**src/rtl/ppt_pkg.sv**
```systemverilog
// ----------------------------------------------------------------------------
// Point-in-polygon test package
// Shared constants, types, command words and the multiply micro-op table.
// ----------------------------------------------------------------------------
package ppt_pkg;

  localparam int FIELD_WIDTH     = 32;
  localparam int DIST_WIDTH      = 32;
  localparam int MARGIN_WIDTH    = 31;
  localparam int COORD_WIDTH_DEF = 32;
  localparam int MUL_DIGIT       = 8;
  localparam int IDX_WIDTH       = 4;
  localparam int APB_DATA_WIDTH  = 32;
  localparam int APB_ADDR_WIDTH  = 3;
  localparam int REG_IDX_WIDTH   = APB_ADDR_WIDTH - 2;

  localparam logic [REG_IDX_WIDTH-1:0] REG_MARGIN = '0;

  // Multiply micro-op indexes.
  localparam logic [IDX_WIDTH-1:0] MI_CROSS  = 4'd0;
  localparam logic [IDX_WIDTH-1:0] MI_DOT    = 4'd2;
  localparam logic [IDX_WIDTH-1:0] MI_LEN    = 4'd4;
  localparam logic [IDX_WIDTH-1:0] MI_LEN_END = 4'd5;
  localparam logic [IDX_WIDTH-1:0] MI_NEAR_A = 4'd6;
  localparam logic [IDX_WIDTH-1:0] MI_NEAR_A_END = 4'd7;
  localparam logic [IDX_WIDTH-1:0] MI_NEAR_B = 4'd8;
  localparam logic [IDX_WIDTH-1:0] MI_NEAR_B_END = 4'd9;
  localparam logic [IDX_WIDTH-1:0] MI_PROJ   = 4'd10;

  typedef enum logic [3:0] {
    S_IDLE,
    S_EDGE,
    S_MUL_GO,
    S_MUL_WAIT,
    S_DECIDE,
    S_DIV_GO,
    S_DIV_WAIT,
    S_SQRT_GO,
    S_SQRT_WAIT,
    S_EMIT
  } state_t;

  typedef enum logic [2:0] {
    OP_WX,
    OP_WY,
    OP_DX,
    OP_DY,
    OP_EX,
    OP_EY,
    OP_CR
  } opnd_t;

  typedef enum logic [2:0] {
    TGT_NONE,
    TGT_CR,
    TGT_DOT,
    TGT_LEN2,
    TGT_NUM
  } tgt_t;

  typedef enum logic [1:0] {
    BR_NEAR_A,
    BR_NEAR_B,
    BR_PROJ
  } branch_t;

  typedef struct packed {
    opnd_t a;
    opnd_t b;
    logic  clear;
    logic  sub;
    tgt_t  tgt;
  } mul_op_t;

  typedef struct packed {
    logic                 load;
    logic                 start;
    logic                 edge_setup;
    logic                 edge_close;
    logic                 mul_start;
    logic [IDX_WIDTH-1:0] mul_idx;
    logic                 decide;
    logic                 div_start;
    logic                 sqrt_start;
    logic                 sqrt_from_div;
    logic                 emit;
    logic                 few;
  } cmd_t;

  typedef struct packed {
    logic    mul_done;
    logic    div_done;
    logic    sqrt_done;
    branch_t branch;
    logic    out_free;
  } stat_t;

  function automatic mul_op_t mul_op(input logic [IDX_WIDTH-1:0] idx);
    mul_op_t op;
    op = '{a: OP_WX, b: OP_WX, clear: 1'b1, sub: 1'b0, tgt: TGT_NONE};
    case (idx)
      4'd0:    op = '{a: OP_WX, b: OP_DY, clear: 1'b1, sub: 1'b0, tgt: TGT_NONE};
      4'd1:    op = '{a: OP_WY, b: OP_DX, clear: 1'b0, sub: 1'b1, tgt: TGT_CR};
      4'd2:    op = '{a: OP_WX, b: OP_DX, clear: 1'b1, sub: 1'b0, tgt: TGT_NONE};
      4'd3:    op = '{a: OP_WY, b: OP_DY, clear: 1'b0, sub: 1'b0, tgt: TGT_DOT};
      4'd4:    op = '{a: OP_DX, b: OP_DX, clear: 1'b1, sub: 1'b0, tgt: TGT_NONE};
      4'd5:    op = '{a: OP_DY, b: OP_DY, clear: 1'b0, sub: 1'b0, tgt: TGT_LEN2};
      4'd6:    op = '{a: OP_WX, b: OP_WX, clear: 1'b1, sub: 1'b0, tgt: TGT_NONE};
      4'd7:    op = '{a: OP_WY, b: OP_WY, clear: 1'b0, sub: 1'b0, tgt: TGT_NUM};
      4'd8:    op = '{a: OP_EX, b: OP_EX, clear: 1'b1, sub: 1'b0, tgt: TGT_NONE};
      4'd9:    op = '{a: OP_EY, b: OP_EY, clear: 1'b0, sub: 1'b0, tgt: TGT_NUM};
      4'd10:   op = '{a: OP_CR, b: OP_CR, clear: 1'b1, sub: 1'b0, tgt: TGT_NUM};
      default: op = '{a: OP_WX, b: OP_WX, clear: 1'b1, sub: 1'b0, tgt: TGT_NONE};
    endcase
    return op;
  endfunction

endpackage

```
**src/rtl/ppt_ctrl.sv**
```systemverilog
// ----------------------------------------------------------------------------
// Polygon test controller
// Sequences vertex loads, edge evaluation steps and result emission.
// ----------------------------------------------------------------------------
module ppt_ctrl (
  input  logic          clk,
  input  logic          rst,
  input  logic          in_valid,
  input  logic          in_first,
  input  logic          in_last,
  output logic          in_ready,
  input  ppt_pkg::stat_t stat,
  output ppt_pkg::cmd_t  cmd
);
  import ppt_pkg::*;

  state_t               state;
  state_t               state_next;
  logic [1:0]           seen;
  logic [1:0]           seen_next;
  logic                 last_r;
  logic                 last_r_next;
  logic                 closing;
  logic                 closing_next;
  logic                 use_div;
  logic                 use_div_next;
  logic [IDX_WIDTH-1:0] idx;
  logic [IDX_WIDTH-1:0] idx_next;
  logic                 start_item;

  assign start_item = in_first || seen == 2'd0;

  always_ff @(posedge clk) begin
    if (rst) begin
      state   <= S_IDLE;
      seen    <= 2'd0;
      last_r  <= 1'b0;
      closing <= 1'b0;
      use_div <= 1'b0;
      idx     <= '0;
    end else begin
      state   <= state_next;
      seen    <= seen_next;
      last_r  <= last_r_next;
      closing <= closing_next;
      use_div <= use_div_next;
      idx     <= idx_next;
    end
  end

  always_comb begin
    state_next   = state;
    seen_next    = seen;
    last_r_next  = last_r;
    closing_next = closing;
    use_div_next = use_div;
    idx_next     = idx;
    in_ready     = 1'b0;
    cmd          = '0;
    cmd.mul_idx       = idx;
    cmd.edge_close    = closing;
    cmd.sqrt_from_div = use_div;
    cmd.start         = start_item;
    cmd.few           = seen != 2'd3;
    case (state)
      S_IDLE: begin
        in_ready = 1'b1;
        if (in_valid) begin
          cmd.load = 1'b1;
          if (start_item) begin
            seen_next  = 2'd1;
            state_next = in_last ? S_EMIT : S_IDLE;
          end else begin
            seen_next    = (seen == 2'd3) ? 2'd3 : seen + 2'd1;
            last_r_next  = in_last;
            closing_next = 1'b0;
            state_next   = S_EDGE;
          end
        end
      end
      S_EDGE: begin
        cmd.edge_setup = 1'b1;
        idx_next       = MI_CROSS;
        state_next     = S_MUL_GO;
      end
      S_MUL_GO: begin
        cmd.mul_start = 1'b1;
        state_next    = S_MUL_WAIT;
      end
      S_MUL_WAIT: begin
        if (stat.mul_done) begin
          case (idx)
            MI_LEN_END: state_next = S_DECIDE;
            MI_NEAR_A_END, MI_NEAR_B_END: begin
              use_div_next = 1'b0;
              state_next   = S_SQRT_GO;
            end
            MI_PROJ: state_next = S_DIV_GO;
            default: begin
              idx_next   = idx + IDX_WIDTH'(1);
              state_next = S_MUL_GO;
            end
          endcase
        end
      end
      S_DECIDE: begin
        cmd.decide = 1'b1;
        case (stat.branch)
          BR_NEAR_A: idx_next = MI_NEAR_A;
          BR_NEAR_B: idx_next = MI_NEAR_B;
          default:   idx_next = MI_PROJ;
        endcase
        state_next = S_MUL_GO;
      end
      S_DIV_GO: begin
        cmd.div_start = 1'b1;
        state_next    = S_DIV_WAIT;
      end
      S_DIV_WAIT: begin
        if (stat.div_done) begin
          use_div_next = 1'b1;
          state_next   = S_SQRT_GO;
        end
      end
      S_SQRT_GO: begin
        cmd.sqrt_start = 1'b1;
        state_next     = S_SQRT_WAIT;
      end
      S_SQRT_WAIT: begin
        if (stat.sqrt_done) begin
          if (last_r && !closing) begin
            closing_next = 1'b1;
            state_next   = S_EDGE;
          end else if (last_r) begin
            state_next = S_EMIT;
          end else begin
            state_next = S_IDLE;
          end
        end
      end
      S_EMIT: begin
        if (stat.out_free) begin
          cmd.emit   = 1'b1;
          seen_next  = 2'd0;
          last_r_next = 1'b0;
          state_next = S_IDLE;
        end
      end
      default: state_next = S_IDLE;
    endcase
  end
endmodule

```
**config.mk**
```make
export PLATFORM = sky130hd
export DESIGN_NAME = ppt_ctrl
export DESIGN_NICKNAME = d
export VERILOG_FILES = /design/src/rtl/ppt_pkg.sv /design/src/rtl/ppt_ctrl.sv
export SDC_FILE = /design/constraint.sdc
export NUM_CORES = 1
export LEC_CHECK = 0
export BUFFER_PORTS_ARGS = -buffer_cell sky130_fd_sc_hd__buf_2
export CORE_AREA = 2 2 74 69
export CTS_BUF_LIST = sky130_fd_sc_hd__clkbuf_4 sky130_fd_sc_hd__clkbuf_8
export DETAILED_ROUTE_END_ITERATION = 7
export DIE_AREA = 0 0 76 71
export GPL_ROUTABILITY_DRIVEN = 1
export HOLD_SLACK_MARGIN = 0.08
export PLACE_DENSITY = 0.52
export SLEW_MARGIN = 20
export SYNTH_ARGS = -nofsm -noshare
export SYNTH_HDL_FRONTEND = slang
export SYNTH_SLANG_ARGS = --single-unit
```
**constraint.sdc**
```tcl
create_clock -name clk -period 1.7 [get_ports clk]
set_clock_uncertainty 0.2 [all_clocks]
set_input_delay 0.255 -clock clk [delete_from_list [all_inputs] [get_ports clk]]
set_output_delay 0.255 -clock clk [all_outputs]
set_load 0.1 [all_outputs]
```
Word level (Yosys, flattened, before mapping) --
Cells that the tools add are included.
Word-level totals: output and inout port bits 16, logic and storage cells 95, input bits 11, register bits after elaboration 13
Operators by class: eq/ne operators 25, reductions and logical operators 19, add/sub/neg operators 2, muxes and demuxes 43
Operator list (count):
- $mux W4 | 11
- $pmux W4 S9 | 1
- $eq A4 B3 Y1 const B | 6
- $mux W1 | 20
- $ne A2 B2 Y1 const B | 10
- $eq A4 B4 Y1 const B | 4
- $pmux W4 S3 | 1
- $reduce_and A5 Y1 | 2
- $pmux W3 S3 | 1
- $eq A4 B2 Y1 const B | 2
- $mux W2 | 4
- $pmux W4 S2 | 1
- $reduce_and A4 Y1 | 2
- $pmux W1 S2 | 3
- $reduce_and A3 Y1 | 2
- $reduce_bool A2 Y1 | 3
- $add A4 B1 Y4 const B | 1
- $eq A4 B1 Y1 const B | 1
- $logic_not A2 Y1 | 2
- $logic_not A4 Y1 | 1
- $pmux W2 S2 | 1
- $reduce_or A2 Y1 | 2
- $reduce_or A4 Y1 | 1
- $reduce_bool A3 Y1 | 1
- 6 further kinds | 6

Depth between registers and ports, before layout --
Gate-level depths: netlist of the first run.
word-level depth 5, gate-level depth with buffers 6, mapped depth without buffers 6

Least setup slack after synthesis of the first run --
Ideal clock, no wire load.
path kind reg2reg, from register state[2], to register seen[0], path buffers 1, arrival time 3272 ps, stages on the path, launching flop included 7, required time 1429 ps, period minus slack after synthesis 3543 ps, library setup time 71 ps, slack -1843 ps, path through dfxtp_1 buf_4 nor4_2 nand2_1 inv_2 o21ai_1 a21oi_1
On the way: cells in the longest elaborated chain, start to end 3, elaborated cells between the ends (all ways) 7, those cells by class eq/ne (3); mux (1); reduce/logical (3)
Ends and longest elaborated chain:
- start, declared | RTL line ppt_ctrl.sv:17 | state_t state;
- start signal, assigned | RTL line ppt_ctrl.sv:42 | state <= state_next;
- $eq A4 B4 Y1 or $logic_not A4 Y1 (tied branches) | RTL line ppt_ctrl.sv:65 | case (state)
- $ne A2 B2 Y1 (no source line) or $reduce_bool A2 Y1 (tied branches)
- $reduce_and A3 Y1 (no source line)
- end signal, assigned | RTL line ppt_ctrl.sv:43 | seen <= seen_next;
- end, declared | RTL line ppt_ctrl.sv:19 | logic [1:0] seen;
Several ways; a longest one is shown, not always the timed one. A chain may end at the register's enable or synchronous reset.

==> results.cfg, run 1 <==
[power_and_ir_drop]
clkPwrFrac = 0.099
powerDensity_nw_per_um2 = 1540
pwr-share-comb = 0.741
pwr-share-seq = 0.161
p_switching_w = 0.00149
leakage_nw = 0.745
switching_share = 0.490
ir_drop_mv = 1.41
p_int_w = 0.00155

[clock_network]
hold_buffers = 0
clock_sinks = 13
cts_tree = built
h-tree-depth = 1
root_buffer = clkbuf_8
cts_buffers = 3
clk_latency_ns = 0.25
clockBufferDepth = 2
clkTransAtPathRegs_ns = 0.07

[routing]
drc = 0
drt-initial-drc-count = 32
vias = 1250
antenna_left = 0
wl_per_cell_microns = 14.6
avgViaCountPerCell = 4.92
drt-pass1-iter-count = 4
wirelength_mm = 3.71

[sta]
relSlewSlack = 0.677
tightest_slew_ns = 0.488
period_needed_ns = 1.92
fin_ws_ns = -0.219
setup_violations = 10
fin_crit_sh = 1.13
rsz0062_at_grt = true
slew_viol_final = 0
hold_violations = 0
tns_ns = -1.35
fmax_mhz = 521

[final_layout]
n_antenna_cell = 0
final_area_sq_um = 1970
syn_to_final_growth_pct = 76.4
final_cell_mix = buf_4 (24), buf_2 (17), buf_12 (11), dfxtp_4 (7)
fin_cells = 254
final_common_cell = buf_4
layout-drive-gt1-share = 0.571
nNetsFinal = 204

[place]
dp_cells = 234
place_hpwl_mm = 2.52
preCtsSetupSlack_ns = -0.0389
port_buffers = 26
place_area_sq_um = 1690
gp_congestion = 0.790

[synth]
syn_area_sq_um = 1120
yosysUniqueCellTypes = 52
synth_top_area_frac = 0.233
synth_warnings = 0
synth_edf_count = 0
syn_nets = 153
yosys_register_bits = 13
synthArstFlopShare = 0
seq_area_frac_synth = 0.233
postSynthAreaPerCell_sq_um = 8.05
synth_top_area_cell = dfxtp_1
synth-main-ff-cell = dfxtp_1
synth_cells = 139
ys_top_cells_by_area = dfxtp_1 (23%), a21oi_1 (4.5%), nand2b_1 (3.9%)

[status]
violations = setup timing
status = finished, violations left

[setup_path]
cp_max_fo = 4
critPathKind = reg2out
cp.required_ns = 1.24
critical_path_arrival_ns = 1.46
cp-end-kind = output port
critPathLaunchType = flop

[floorplan]
die_h_microns = 71
io_pins = 27
die_x_microns = 76
fp-row-count = 24
start_util = 0.240
core_area_sq_um = 4650
dieArea_sq_um = 5400

[global_route]
antenna_found_initial = 0
grt_pass1_wl_mm = 5.91
grt.total_usage = 0.135
grt_remaining_overflow = 0
grt_max_degree = 22
grt_pass1_vias = 1219

[flow_run]
drv_cap = 0

[min_path]
min_path_type = in2reg
## metal layers
metal,part of all wire,GRT usage,up-vias,wire (microns)
met4,0.016,0.0323,0,59
met5,0,0,-,0
li1,-,-,625,-
met3,0.044,0.0332,8,164
met1,0.46,0.173,585,1710
met2,0.48,0.231,32,1780
## metrics by stage
step           hold slack (ns)  power [W]  utilization
2_1_floorplan            0.209    0.00186            -
3_3_place_gp             0.287    0.00241        0.364
3_5_place_dp             0.304    0.00242        0.364
4_1_cts                  0.103    0.00282        0.389
5_1_grt                  0.118    0.00320        0.424
6_report                 0.111    0.00304        0.424
## worst max-delay path: stages, from the launching register on
cell and delay (ns):
dfxtp_4 0.37, or4b_4 0.57, clkinvlp_4 0.11, buf_12 0.16
## worst paths after layout
check / from / endpoint / slack [ns] / cells after the start
setup reg to reg: state[2] / state[0] / -0.01 / 7
hold reg to reg: seen[1] / seen[1] / 0.31 / 2
setup / recovery: state[3] / cmd[5] / -0.22 / 3
hold / removal: in_first / seen[0] / 0.11 / 3
## power groups by stage
stage	Sequential [W]	Combinational (W)	Clock, W
2_1_floorplan	0.000571	0.00129	0
3_3_place_gp	0.000487	0.00192	0
3_5_place_dp	0.000490	0.00193	0
4_1_cts	0.000478	0.00204	0.000311
5_1_grt	0.000501	0.00238	0.000317
6_report	0.000488	0.00225	0.000299
## sequential cells by signal, summed over array words and instances (netlist names)
signal and count:
seen 2, closing 1, state 4, idx 4, use_div 1, last_r 1
## synth_stat cells, types with 2 or more instances
| library cell | n |
|---|---|
| and4bb_1 | 2 |
| nand3_1 | 6 |
| o211ai_1 | 2 |
| mux2i_1 | 2 |
| nor3b_1 | 4 |
| a211o_1 | 2 |
| nor3_1 | 4 |
| buf_4 | 4 |
| buf_2 | 6 |
| inv_1 | 8 |
| o311a_1 | 2 |
| a21oi_1 | 10 |
| nor2b_1 | 3 |
| nand2_1 | 7 |
| o21ai_0 | 2 |
| nor2_1 | 9 |
| o21ai_1 | 5 |
| nor3b_2 | 2 |
| nand2b_1 | 7 |
| nand3b_1 | 2 |
| dfxtp_1 | 13 |
| a211oi_1 | 3 |
| ha_1 | 3 |
| nor4bb_1 | 2 |
| and3_1 | 2 |
## cell families (layout without fill, tap and decap cells)
family,Yosys count,after routing,synth area share
AO/OA/AOI/OAI,43,43,0.293
adder cells (fa/ha/maj),3,3,0.0336
buffers and inverters,20,70,0.0872
flip-flops,13,13,0.233
multiplexers,2,2,0.0179
AND/OR/NAND/NOR,58,58,0.336
## area by class of cell
class                           count  area, sq um
Timing Repair Buffer               57          546
Clock buffer                        3         41.3
Sequential cell                    13          288
Clock inverter                      1         5.00
Tap cell                           65         81.3
Multi-Input combinational cell    106          958
Fill cell                         468         2680
Inverter                            9         53.8
## timing repair
item,in CTS,in global routing
setup endpoints to repair,9,18
buffers inserted,7,11
gates resized for setup,6,21
endpoints found under the hold margin,0,0
pin swaps,7,11
(Power assumes the default switching activity.)
==> inputs of run 2 (changes only) <==
--- a/config.mk
+++ b/config.mk
@@ -6,10 +6,10 @@
 export NUM_CORES = 1
 export LEC_CHECK = 0
 export BUFFER_PORTS_ARGS = -buffer_cell sky130_fd_sc_hd__buf_2
-export CORE_AREA = 2 2 74 69
+export CORE_AREA = 2 2 58 87
 export CTS_BUF_LIST = sky130_fd_sc_hd__clkbuf_4 sky130_fd_sc_hd__clkbuf_8
 export DETAILED_ROUTE_END_ITERATION = 7
-export DIE_AREA = 0 0 76 71
+export DIE_AREA = 0 0 60 89
 export GPL_ROUTABILITY_DRIVEN = 1
 export HOLD_SLACK_MARGIN = 0.08
 export PLACE_DENSITY = 0.52
==> results.cfg, run 2 (synthesized netlist as in run 1, its figures left out) <==
[routing]
vias = 1266
drt-initial-drc-count = 28
drc = 0
wl_per_cell_microns = 14.8
wirelength_mm = 3.74
drt-pass1-iter-count = 6
antenna_left = 0
avgViaCountPerCell = 5.00

[final_layout]
fill_cells = 431
multi_input_area_sq_um = 998
reg_top3 = idx x4, state x4, seen x2
nNetsFinal = 204
n_antenna_cell = 0
syn_to_final_growth_pct = 82.9
final_common_cell = buf_4
layout-drive-gt1-share = 0.577
final_cell_mix = buf_4 (22), buf_2 (17), buf_12 (12), a21oi_1 (8), dfxtp_4 (7)
post-route-util = 0.450
fin_cells = 253
seqCellArea_sq_um = 288

[clock_network]
h-tree-depth = 1
cts_tree = built
cts_buffers = 3
clkTransAtPathRegs_ns = 0.07
clock_sinks = 13
clockBufferDepth = 2
root_buffer = clkbuf_8
clk_latency_ns = 0.25

[setup_path]
rrSetupSlack_ns = -0.03
cp_max_fo = 5
critPathLaunchType = flop
r2r_start = idx[0]
critical_path_arrival_ns = 1.45
critPathKind = reg2out
r2r_cells = 6
r2r_end = state[1]
cp.required_ns = 1.24
cp-end-kind = output port

[min_path]
holdPathStages = 3
hp-start = in_first
min_path_type = in2reg
min_to = seen[0]

[global_route]
grt.total_usage = 0.153
grt_remaining_overflow = 0
antenna_found_initial = 0
grt_pass1_wl_mm = 6.27
grt_max_degree = 22
grt_pass1_vias = 1332

[flow_run]
drv_cap = 0

[place]
gp_congestion = 0.884
preCtsSetupSlack_ns = -0.00486
dp_cells = 234
port_buffers = 26
place_hpwl_mm = 2.64

[power_and_ir_drop]
pwr-share-comb = 0.747
p_switching_w = 0.00150
leakage_nw = 0.761
powerDensity_nw_per_um2 = 1530
ir_drop_mv = 1.53
pwr-share-seq = 0.154
p_int_w = 0.00163
clkPwrFrac = 0.098
switching_share = 0.479

[sta]
tightest_slew_ns = 0.489
hold_violations = 0
tns_ns = -1.10
period_needed_ns = 1.91
relSlewSlack = 0.676
slew_viol_final = 0
rsz0062_at_grt = true
fmax_mhz = 525
fin_hold_ws_ns = 0.120
setup_violations = 11
fin_ws_ns = -0.206
fin_crit_sh = 1.12

[floorplan]
dieArea_sq_um = 5340
start_util = 0.246
core_area_sq_um = 4540
io_pins = 27
die_h_microns = 89
fp-row-count = 30
die_x_microns = 60

[status]
violations = setup timing
status = finished, violations left
==> run 2: cell types whose count changed in the layout (fill, tap and decap cells not counted), sizes merged <==
cell	change
clkinv	-1
bufbuf	+1
buf	-1
clkbuf	+1
==> run 2: worst max-delay path by stage <==
stage               startpoint        to  slack [ns]  cells past startpoint
floorplan             state[0]   seen[0]       -0.86                      6
global placement        idx[1]  state[0]        0.02                      6
detailed placement      idx[0]  state[1]      -0.005                      6
CTS                   state[2]   cmd[14]       -0.21                      5
global route          state[2]   cmd[14]       -0.26                      5
finish                state[2]   cmd[14]       -0.21                      5
==> run 2: worst max-delay path, cell delays in order (launching register included) <==
cell and delay [ns]:
dfxtp_4 0.36, buf_6 0.13, nor4_4 0.32, nand2_2 0.15, inv_8 0.07, buf_12 0.16
==> run 2: area by class of cell <==
cell class | instances | share of cell area
multi-input combinational | 106 | 0.488
timing repair buffer | 57 | 0.283
sequential | 13 | 0.141
tap | 64 | 0.0391
inverter | 9 | 0.0251
clock buffer | 4 | 0.0239
==> run 2: timing repair <==
item,CTS,global route
endpoints found under the hold margin,0,0
setup endpoints to repair,9,18
pin swaps,10,14
hold buffers,0,0
buffers inserted,15,0
gates cloned,1,0
gates resized for setup,14,15
==> run 2: routing by layer <==
layer / global-route usage / up-vias / routed length, microns
met3: 0.0260 / 9 / 122
met1: 0.175 / 601 / 1540
li1: - / 622 / -
met5: 0 / - / 0
met4: 0.0727 / 0 / 80
met2: 0.268 / 34 / 2000
==> run 2: power by group through the flow <==
stage                     clock [W]  combinational, W  sequential (W)
after floorplan                   0           0.00129        0.000571
after global placement            0           0.00196        0.000484
after detailed placement          0           0.00198        0.000488
after CTS                  0.000318           0.00225        0.000480
after global routing       0.000335           0.00247        0.000491
final                      0.000308           0.00234        0.000483
==> run 2: per-stage QoR <==
stage,power (W),cell area [sq um]
2_1_floorplan,0.00186,1310
3_3_place_gp,0.00244,1700
3_5_place_dp,0.00246,1700
4_1_cts,0.00304,1960
5_1_grt,0.00330,2050
6_report,0.00313,2050
